**config.mk**
```make
export PLATFORM = sky130hd
export DESIGN_NAME = bounded_double_ended_queue_flat
export DESIGN_NICKNAME = d
export VERILOG_FILES = /design/src/bdeq_pkg.sv /design/src/bdeq_if.sv /design/src/bdeq_ptr.sv /design/src/bounded_double_ended_queue.sv /design/src/flat_wrapper.sv
export SDC_FILE = /design/constraint.sdc
export NUM_CORES = 2
export LEC_CHECK = 0
export ABC_AREA = 1
export BUFFER_PORTS_ARGS = -buffer_cell sky130_fd_sc_hd__buf_2
export CAP_MARGIN = 25
export CELL_PAD_IN_SITES_DETAIL_PLACEMENT = 0
export CELL_PAD_IN_SITES_GLOBAL_PLACEMENT = 2
export CORE_MARGIN = 3
export CORE_UTILIZATION = 43
export CTS_BUF_LIST = sky130_fd_sc_hd__clkbuf_16
export CTS_CLUSTER_DIAMETER = 60
export DETAILED_ROUTE_END_ITERATION = 16
export HOLD_SLACK_MARGIN = 0.15
export PLACE_DENSITY_LB_ADDON = 0.1
export SYNTH_ARGS = -nofsm -noshare
export SYNTH_HDL_FRONTEND = slang
export SYNTH_SLANG_ARGS = --single-unit
```
**constraint.sdc**
```tcl
create_clock -name clk -period 12.8 [get_ports clk]
set_input_delay 2.56 -clock clk [delete_from_list [all_inputs] [get_ports clk]]
set_output_delay 2.56 -clock clk [all_outputs]
set_load 0.02 [all_outputs]
```
**src/bdeq_pkg.sv**
```systemverilog
// Package for the bounded double-ended queue: sizes, opcode and status codes,
// the update struct passed from the pointer unit to the top level.
// No dependencies.
`default_nettype none
package bdeq_pkg;

  localparam int CAPACITY = 16;
  localparam int DATA_W   = 64;
  localparam int OP_W     = 3;
  localparam int STAT_W   = 2;
  localparam int FCNT_W   = 5;   // width of the element_count field
  localparam int ADDR_W   = (CAPACITY > 1) ? $clog2(CAPACITY) : 1;
  localparam int CNT_W    = $clog2(CAPACITY + 1);
  localparam int SUM_W    = ((ADDR_W > CNT_W) ? ADDR_W : CNT_W) + 1;

  typedef enum logic [OP_W-1:0] {
    OP_PUSH_BACK  = 3'd0,
    OP_PUSH_FRONT = 3'd1,
    OP_POP_FRONT  = 3'd2,
    OP_POP_BACK   = 3'd3,
    OP_REVERSE    = 3'd4,
    OP_CLEAR      = 3'd5
  } op_t;

  typedef enum logic [STAT_W-1:0] {
    STAT_DONE  = 2'd0,
    STAT_FULL  = 2'd1,
    STAT_EMPTY = 2'd2
  } status_t;

  // Write request and post-operation read addresses for one accepted beat.
  typedef struct packed {
    logic              we;
    logic [ADDR_W-1:0] waddr;
    logic [ADDR_W-1:0] raddr_head;
    logic [ADDR_W-1:0] raddr_tail;
    logic [CNT_W-1:0]  count;
    logic              rev;
    status_t           status;
  } ptr_upd_t;

  // Reduce a sum known to be below 2*CAPACITY to a slot index.
  function automatic logic [ADDR_W-1:0] wrap_pos(input logic [SUM_W-1:0] v);
    logic [SUM_W-1:0] r;
    r = (v >= SUM_W'(CAPACITY)) ? v - SUM_W'(CAPACITY) : v;
    return r[ADDR_W-1:0];
  endfunction

endpackage
`default_nettype wire

```
**src/bdeq_if.sv**
```systemverilog
// Channel interfaces of the deque: command beats in, result beats out.
// Depends on bdeq_pkg.
`default_nettype none
interface bdeq_cmd_if;
  logic                        valid;
  logic                        ready;
  logic [bdeq_pkg::OP_W-1:0]   opcode;
  logic [bdeq_pkg::DATA_W-1:0] data_value;

  modport source (output valid, output opcode, output data_value, input ready);
  modport sink   (input valid, input opcode, input data_value, output ready);
endinterface

interface bdeq_res_if;
  logic                        valid;
  logic                        ready;
  logic [bdeq_pkg::DATA_W-1:0] front_value;
  logic [bdeq_pkg::DATA_W-1:0] back_value;
  logic [bdeq_pkg::FCNT_W-1:0] element_count;
  logic                        is_empty;
  logic [bdeq_pkg::STAT_W-1:0] status;

  modport source (output valid, output front_value, output back_value,
                  output element_count, output is_empty, output status,
                  input ready);
  modport sink   (input valid, input front_value, input back_value,
                  input element_count, input is_empty, input status,
                  output ready);
endinterface
`default_nettype wire

```
**src/bdeq_ptr.sv**
```systemverilog
// Pointer unit: head index, count and direction flag of the circular buffer.
// Depends on bdeq_pkg.
`default_nettype none
module bdeq_ptr (
  input  wire logic                          clk,
  input  wire logic                          rst,
  input  wire logic                          accept,
  input  wire logic [bdeq_pkg::OP_W-1:0]     opcode,
  output bdeq_pkg::ptr_upd_t                 upd
);

  logic [bdeq_pkg::ADDR_W-1:0] head, head_next;
  logic [bdeq_pkg::CNT_W-1:0]  count, count_next;
  logic                        rev, rev_next;

  logic                        full, empty;
  logic [bdeq_pkg::ADDR_W-1:0] head_dec, head_inc, tail_free;
  logic [bdeq_pkg::SUM_W-1:0]  last_sum;
  bdeq_pkg::op_t               op;
  logic                        push_head, push_tail, take_head, take_tail;

  assign op        = bdeq_pkg::op_t'(opcode);
  assign full      = count >= bdeq_pkg::CNT_W'(bdeq_pkg::CAPACITY);
  assign empty     = count == '0;
  assign head_dec  = (head == '0) ? bdeq_pkg::ADDR_W'(bdeq_pkg::CAPACITY - 1)
                                  : head - 1'b1;
  assign head_inc  = (head == bdeq_pkg::ADDR_W'(bdeq_pkg::CAPACITY - 1)) ? '0
                                  : head + 1'b1;
  assign tail_free = bdeq_pkg::wrap_pos(bdeq_pkg::SUM_W'(head) +
                                        bdeq_pkg::SUM_W'(count));

  always_comb begin
    push_head  = 1'b0;
    push_tail  = 1'b0;
    take_head  = 1'b0;
    take_tail  = 1'b0;
    rev_next   = rev;
    upd.status = bdeq_pkg::STAT_DONE;
    case (op)
      bdeq_pkg::OP_PUSH_BACK: begin
        if (full) upd.status = bdeq_pkg::STAT_FULL;
        else if (rev) push_head = 1'b1;
        else push_tail = 1'b1;
      end
      bdeq_pkg::OP_PUSH_FRONT: begin
        if (full) upd.status = bdeq_pkg::STAT_FULL;
        else if (rev) push_tail = 1'b1;
        else push_head = 1'b1;
      end
      bdeq_pkg::OP_POP_FRONT: begin
        if (empty) upd.status = bdeq_pkg::STAT_EMPTY;
        else if (rev) take_tail = 1'b1;
        else take_head = 1'b1;
      end
      bdeq_pkg::OP_POP_BACK: begin
        if (empty) upd.status = bdeq_pkg::STAT_EMPTY;
        else if (rev) take_head = 1'b1;
        else take_tail = 1'b1;
      end
      bdeq_pkg::OP_REVERSE: begin
        if (empty) upd.status = bdeq_pkg::STAT_EMPTY;
        else rev_next = ~rev;
      end
      bdeq_pkg::OP_CLEAR: begin
        rev_next = 1'b0;
      end
      default: begin
      end
    endcase

    head_next = head;
    count_next = count;
    if (op == bdeq_pkg::OP_CLEAR) begin
      head_next  = '0;
      count_next = '0;
    end else if (push_head) begin
      head_next  = head_dec;
      count_next = count + 1'b1;
    end else if (push_tail) begin
      count_next = count + 1'b1;
    end else if (take_head) begin
      head_next  = head_inc;
      count_next = count - 1'b1;
    end else if (take_tail) begin
      count_next = count - 1'b1;
    end

    upd.we    = push_head | push_tail;
    upd.waddr = push_head ? head_dec : tail_free;
    upd.count = count_next;
    upd.rev   = rev_next;

    // Read addresses follow the state after the operation.
    last_sum = bdeq_pkg::SUM_W'(head_next) + bdeq_pkg::SUM_W'(count_next) - 1'b1;
    upd.raddr_head = head_next;
    upd.raddr_tail = (count_next == '0) ? head_next : bdeq_pkg::wrap_pos(last_sum);
  end

  always_ff @(posedge clk) begin
    if (rst) begin
      head  <= '0;
      count <= '0;
      rev   <= 1'b0;
    end else if (accept) begin
      head  <= head_next;
      count <= count_next;
      rev   <= rev_next;
    end
  end

  a_count_range: assert property (@(posedge clk) disable iff (rst)
    count <= bdeq_pkg::CNT_W'(bdeq_pkg::CAPACITY))
    else $error("count above capacity");

  a_clear: assert property (@(posedge clk) disable iff (rst)
    accept && op == bdeq_pkg::OP_CLEAR |=> count == '0 && head == '0 && !rev)
    else $error("clear left state behind");

  a_full_hold: assert property (@(posedge clk) disable iff (rst)
    accept && upd.status == bdeq_pkg::STAT_FULL |=> $stable(count) && $stable(head))
    else $error("rejected push changed state");

  a_write_ok: assert property (@(posedge clk) disable iff (rst)
    accept && upd.we |-> upd.status == bdeq_pkg::STAT_DONE && !full)
    else $error("write on a rejected push");

endmodule
`default_nettype wire

```
**src/bounded_double_ended_queue.sv**
```systemverilog
// Bounded double-ended queue of 64-bit values in a 16-slot circular buffer.
// One command beat (push back/front, pop front/back, reverse, clear) is taken
// per cycle while the result register is free or being drained; its result
// beat appears in the cycle after acceptance. The slot memory takes the
// write and both front/back reads at the edge the command is accepted and
// registers the read data as the result. Slots hold no reset value; only
// occupied slots are ever shown. Depends on bdeq_pkg, bdeq_if and bdeq_ptr.
`default_nettype none
module bounded_double_ended_queue (
  input  wire logic  clk,
  input  wire logic  rst,
  bdeq_cmd_if.sink   cmd,
  bdeq_res_if.source res
);

  logic                        accept;
  bdeq_pkg::ptr_upd_t          upd;

  logic [bdeq_pkg::DATA_W-1:0] slot_mem [bdeq_pkg::CAPACITY];
  logic [bdeq_pkg::DATA_W-1:0] head_val, tail_val;
  logic [bdeq_pkg::CNT_W-1:0]  count_q;
  logic                        rev_q;
  bdeq_pkg::status_t           status_q;
  logic                        valid_q;
  logic                        empty_q;

  assign cmd.ready = ~valid_q | res.ready;
  assign accept    = cmd.valid & cmd.ready;

  bdeq_ptr u_ptr (
    .clk    (clk),
    .rst    (rst),
    .accept (accept),
    .opcode (cmd.opcode),
    .upd    (upd)
  );

  always_ff @(posedge clk) begin
    if (accept && upd.we) begin
      slot_mem[upd.waddr] <= cmd.data_value;
    end
  end

  // Read both ends; a slot written by this beat is forwarded.
  always_ff @(posedge clk) begin
    if (accept) begin
      head_val <= (upd.we && upd.waddr == upd.raddr_head) ? cmd.data_value
                                                          : slot_mem[upd.raddr_head];
      tail_val <= (upd.we && upd.waddr == upd.raddr_tail) ? cmd.data_value
                                                          : slot_mem[upd.raddr_tail];
      count_q  <= upd.count;
      rev_q    <= upd.rev;
      status_q <= upd.status;
    end
  end

  always_ff @(posedge clk) begin
    if (rst) begin
      valid_q <= 1'b0;
    end else if (accept) begin
      valid_q <= 1'b1;
    end else if (res.ready) begin
      valid_q <= 1'b0;
    end
  end

  assign empty_q           = count_q == '0;
  assign res.valid         = valid_q;
  assign res.front_value   = empty_q ? '0 : (rev_q ? tail_val : head_val);
  assign res.back_value    = empty_q ? '0 : (rev_q ? head_val : tail_val);
  assign res.element_count = bdeq_pkg::FCNT_W'(count_q);
  assign res.is_empty      = empty_q;
  assign res.status        = status_q;

  a_ready: assert property (@(posedge clk) disable iff (rst)
    valid_q && !res.ready |-> !cmd.ready)
    else $error("accepted while result stalled");

  a_result_follows: assert property (@(posedge clk) disable iff (rst)
    accept |=> valid_q)
    else $error("accepted beat produced no result");

  a_empty_zero: assert property (@(posedge clk) disable iff (rst)
    valid_q && empty_q |-> res.front_value == '0 && res.back_value == '0)
    else $error("empty deque shows data");

endmodule
`default_nettype wire
```
**src/flat_wrapper.sv**
```systemverilog
// flat-port wrapper written by rule: the top's interface ports become plain ports
module bounded_double_ended_queue_flat 
  (clk, rst, cmd_valid, cmd_opcode, cmd_data_value, cmd_ready, res_valid, res_front_value, res_back_value, res_element_count, res_is_empty, res_status, res_ready);
  bdeq_cmd_if cmd_i ();
  bdeq_res_if res_i ();
  input  wire logic clk;
  input  wire logic rst;
  input wire logic [$bits(cmd_i.valid)-1:0] cmd_valid;
  input wire logic [$bits(cmd_i.opcode)-1:0] cmd_opcode;
  input wire logic [$bits(cmd_i.data_value)-1:0] cmd_data_value;
  output wire logic [$bits(cmd_i.ready)-1:0] cmd_ready;
  output wire logic [$bits(res_i.valid)-1:0] res_valid;
  output wire logic [$bits(res_i.front_value)-1:0] res_front_value;
  output wire logic [$bits(res_i.back_value)-1:0] res_back_value;
  output wire logic [$bits(res_i.element_count)-1:0] res_element_count;
  output wire logic [$bits(res_i.is_empty)-1:0] res_is_empty;
  output wire logic [$bits(res_i.status)-1:0] res_status;
  input wire logic [$bits(res_i.ready)-1:0] res_ready;
  assign cmd_i.valid = cmd_valid;
  assign cmd_i.opcode = cmd_opcode;
  assign cmd_i.data_value = cmd_data_value;
  assign cmd_ready = cmd_i.ready;
  assign res_valid = res_i.valid;
  assign res_front_value = res_i.front_value;
  assign res_back_value = res_i.back_value;
  assign res_element_count = res_i.element_count;
  assign res_is_empty = res_i.is_empty;
  assign res_status = res_i.status;
  assign res_i.ready = res_ready;
  bounded_double_ended_queue u_core (.clk(clk), .rst(rst), .cmd(cmd_i), .res(res_i));
endmodule
```
==> results.sh <==
export IMPL_cts_tree="done"
export IMPL_finClkSkew_ns=0.0292
export IMPL_insertion_delay_ns=0.77
export IMPL_cp_required_ns=13.42
export IMPL_crit_path_top_delay_cell="buf_4"
export IMPL_timing_fmax_mhz=119
export IMPL_finalSetupTns_ns=0
export IMPL_grt_pass1_vias=49300
export IMPL_grt_pass1_wl_um=330000
export IMPL_critPathBufInv=7
export IMPL_max_slew_margin_pct=24.2
export IMPL_cts_hold_buf=0
export IMPL_start_kind="primary input"
export IMPL_first_iter_violations=5443
export IMPL_most_common_layout_cells="nand2_1 (1,477), nand3_1 (1,348), edfxtp_1 (1,160), inv_1 (943), o21ai_0 (416)"
export IMPL_io_pins=209
export IMPL_post_cts_setup_buffers=0
export IMPL_worstHoldStart="u_core.res.valid$_SDFFE_PP0P_"
export IMPL_netlist_instances=6926
export IMPL_critPathArrivalTime_ns=9.01
export IMPL_grt_max_degree=197
export IMPL_syn2layout_area_growth_pct=11.0
export IMPL_core_mm2=0.144
export IMPL_hold_end="u_core.res.valid$_SDFFE_PP0P_"
export IMPL_synthFlopType="edfxtp_1"
export IMPL_power_leakage_nw=28.6
export IMPL_crit_path_max_incr_delay_ns=0.90
export IMPL_worstRegToRegCells=28
export IMPL_fin_crit_sh_pct=65.5
export IMPL_place_area_mm2=0.0649
export IMPL_synth_edff_count=1160
export IMPL_drive_gt1_share_pct=9.64
export IMPL_cts_resized=0
export IMPL_cts_max_level=4
export IMPL_synth_cell_types=35
export IMPL_cts_clk_slew_worst_paths_ns=0.06
export IMPL_synth_seq_cells=1171
export IMPL_start_util_pct=43.4
export IMPL_period_minus_slack_ns=8.38
export IMPL_hold_depth=2
export IMPL_syn_nets=7014
export IMPL_hold_class="reg -> reg"
export IMPL_power_density_mw_per_mm2=200
export IMPL_nets=6940
export IMPL_cpLargestDelayFamily="buffers and inverters"
export IMPL_clock_sinks=1171
export IMPL_num_rows=139
export IMPL_clk_path_buf_depth=3
export IMPL_wire_per_inst_um=25.6
export IMPL_yosys_warnings=0
export IMPL_cpMostUsedCell="nand2_1"
export IMPL_rsz0062_at_grt="no"
export IMPL_finalMaxSlewViolations=0
export IMPL_final_hold_viol_count=0
export IMPL_synth_cell_area_mm2=0.0625
export IMPL_routed_via_density=5.79
export IMPL_timing_rr_start="u_core.u_ptr.count[0]$_SDFFE_PP0P_"
export IMPL_first_pass_iters=5
export IMPL_synth_largest_area_cell="edfxtp_1"
export IMPL_dr_total_vias=51300
export IMPL_critPathMaxFanout=54
export IMPL_synth_top_cell_area_share_pct=55.7
export IMPL_place_port_buffers=208
export IMPL_multi_input_area_mm2=0.0220
export IMPL_ys_top_cells_by_area="edfxtp_1 (56%), nand3_1 (11%), nand2_1 (8.9%)"
export IMPL_utilization_pct=48.2
export IMPL_grt_use_total_pct=29.5
export IMPL_drc=0
export IMPL_root_buffer="clkbuf_16"
export IMPL_reg2reg_to="u_core.tail_val[32]$_DFFE_PP_"
export IMPL_die_h_um=387
export IMPL_peakVddDrop_mv=0.296
export IMPL_design_area_mm2=0.0694
export IMPL_dp_hpwl_um=113000
export IMPL_status="finished, final reports clean"
export IMPL_ff2ff_setup_slack_ns=5.36
export IMPL_seq_area_frac_synth_pct=56.1
export IMPL_max_cap_violations=0
export IMPL_final_common_cell="nand2_1"
export IMPL_fillCellCount=13500
export IMPL_dieArea_mm2=0.150
export IMPL_antenna_found_initial=13
export IMPL_totalWireLength_um=227000
export IMPL_setup_violations=0
export IMPL_grt_remaining_overflow=0
export IMPL_ys_async_sr_fraction_pct=0
export IMPL_detail_route_antenna_nets=0
export IMPL_die_x_um=387
export IMPL_numCtsBuffers=142
export IMPL_routabilityCongestion=0.789
export IMPL_cp_end_kind="register"
export IMPL_worst_slew_pin_slew_ns=1.14
export IMPL_path_class="in -> reg"
export IMPL_seq_area_mm2=0.0351
export IMPL_synth_area_per_cell_um2=9.03
-- where the power goes --
group          internal [W]  switching, W  total (W)
clock               0.00229       0.00161    0.00390
combinational       0.00151       0.00382    0.00533
sequential          0.00452      0.000114    0.00463
total               0.00832       0.00555     0.0139
-- synth_stat cells (2+ instances only) --
| cell | count |
|---|---|
| fa_1 | 2 |
| a221oi_1 | 2 |
| nand4_1 | 4 |
| nor3_1 | 6 |
| ha_1 | 15 |
| o21bai_1 | 28 |
| nand2_1 | 1482 |
| buf_2 | 207 |
| nor2_2 | 3 |
| xor2_1 | 3 |
| nor2_1 | 185 |
| or2_2 | 2 |
| edfxtp_1 | 1160 |
| dfxtp_1 | 11 |
| buf_4 | 3 |
| o21ai_1 | 2 |
| buf_1 | 61 |
| nand3_1 | 1350 |
| inv_2 | 9 |
| o21ai_0 | 416 |
| a21oi_1 | 192 |
| o22ai_1 | 2 |
| xnor2_1 | 2 |
| clkbuf_1 | 251 |
| nand2_2 | 3 |
| inv_1 | 910 |
| o211ai_1 | 308 |
| nand3b_1 | 172 |
| mux2_2 | 128 |
| o21ai_2 | 2 |
-- worst register-to-register path: cells and delay by family (launching register included) --
family                     cells  cell delay (ns)
xor gates and xnor gates       2             0.31
adders and majority gates      4             1.28
buffers and inverters          6             2.76
DFF                            1             0.43
and+or+nand+nor               16             2.54
-- stage by stage --
stage               hold slack [ns]  instances  worst slack (ns)  power (W)
floorplan                     0.504       6926              5.31    0.00814
global placement              0.494       8609              3.79    0.00998
detailed placement            0.501       8610              3.71    0.00999
CTS                           0.509       8860              4.52     0.0139
global route                  0.558       8862              4.01     0.0146
finish                        0.508       8867              4.42     0.0139
-- final cells by class --
class | instances | area share (%)
diodes | 6 | 0.0216
clock buffers | 154 | 5.56
clock inverters | 96 | 0.898
inverters | 919 | 5.02
multi-input cells | 4313 | 31.8
flip-flops and latches | 1171 | 50.5
well taps | 1903 | 3.43
repair buffers | 305 | 2.78
-- sequential cells by signal, summed over array words and instances (netlist names) --
name                      flops
u_core.u_ptr.head             4
u_core.slot_mem            1024
u_core.tail_val              64
u_core.res.valid              1
u_core.u_ptr.count            5
u_core.res.element_count      5
u_core.u_ptr.rev              1
u_core.res.status             2
u_core.rev_q                  1
u_core.head_val              64
-- how the worst max path moves through the flow --
stage	start	end	slack [ns]	depth (start not counted)
5_1_grt	cmd_opcode[1]	u_core.tail_val[13]$_DFFE_PP_	4.01	27
3_5_place_dp	cmd_opcode[1]	u_core.tail_val[22]$_DFFE_PP_	3.71	25
2_1_floorplan	res_ready	u_core.head_val[0]$_DFFE_PP_	5.31	5
6_report	cmd_opcode[1]	u_core.tail_val[32]$_DFFE_PP_	4.42	25
3_3_place_gp	cmd_opcode[1]	u_core.tail_val[16]$_DFFE_PP_	3.79	25
4_1_cts	cmd_opcode[1]	u_core.tail_val[11]$_DFFE_PP_	4.52	25
-- cells by family after synthesis --
| kind of cell | after synthesis | synth area share [%] |
|---|---|---|
| and+or+nand+nor | 3209 | 23.1 |
| adders and majority gates | 17 | 0.364 |
| AOI/OAI and AO/OA | 954 | 9.02 |
| xor gates and xnor gates | 5 | 0.0701 |
| buffers and inverters | 1442 | 9.10 |
| DFF | 1171 | 56.1 |
| muxes | 128 | 2.31 |
-- metal layers --
metal  up-vias  GRT usage (%)  routed length [µm]
li1      23600              -                   -
met1     25000           40.2               95600
met2      2299           47.7              104000
met3       471           5.02               19100
met4         4           10.1                7660
met5         -              0                  23
(Power assumes the default switching activity.)
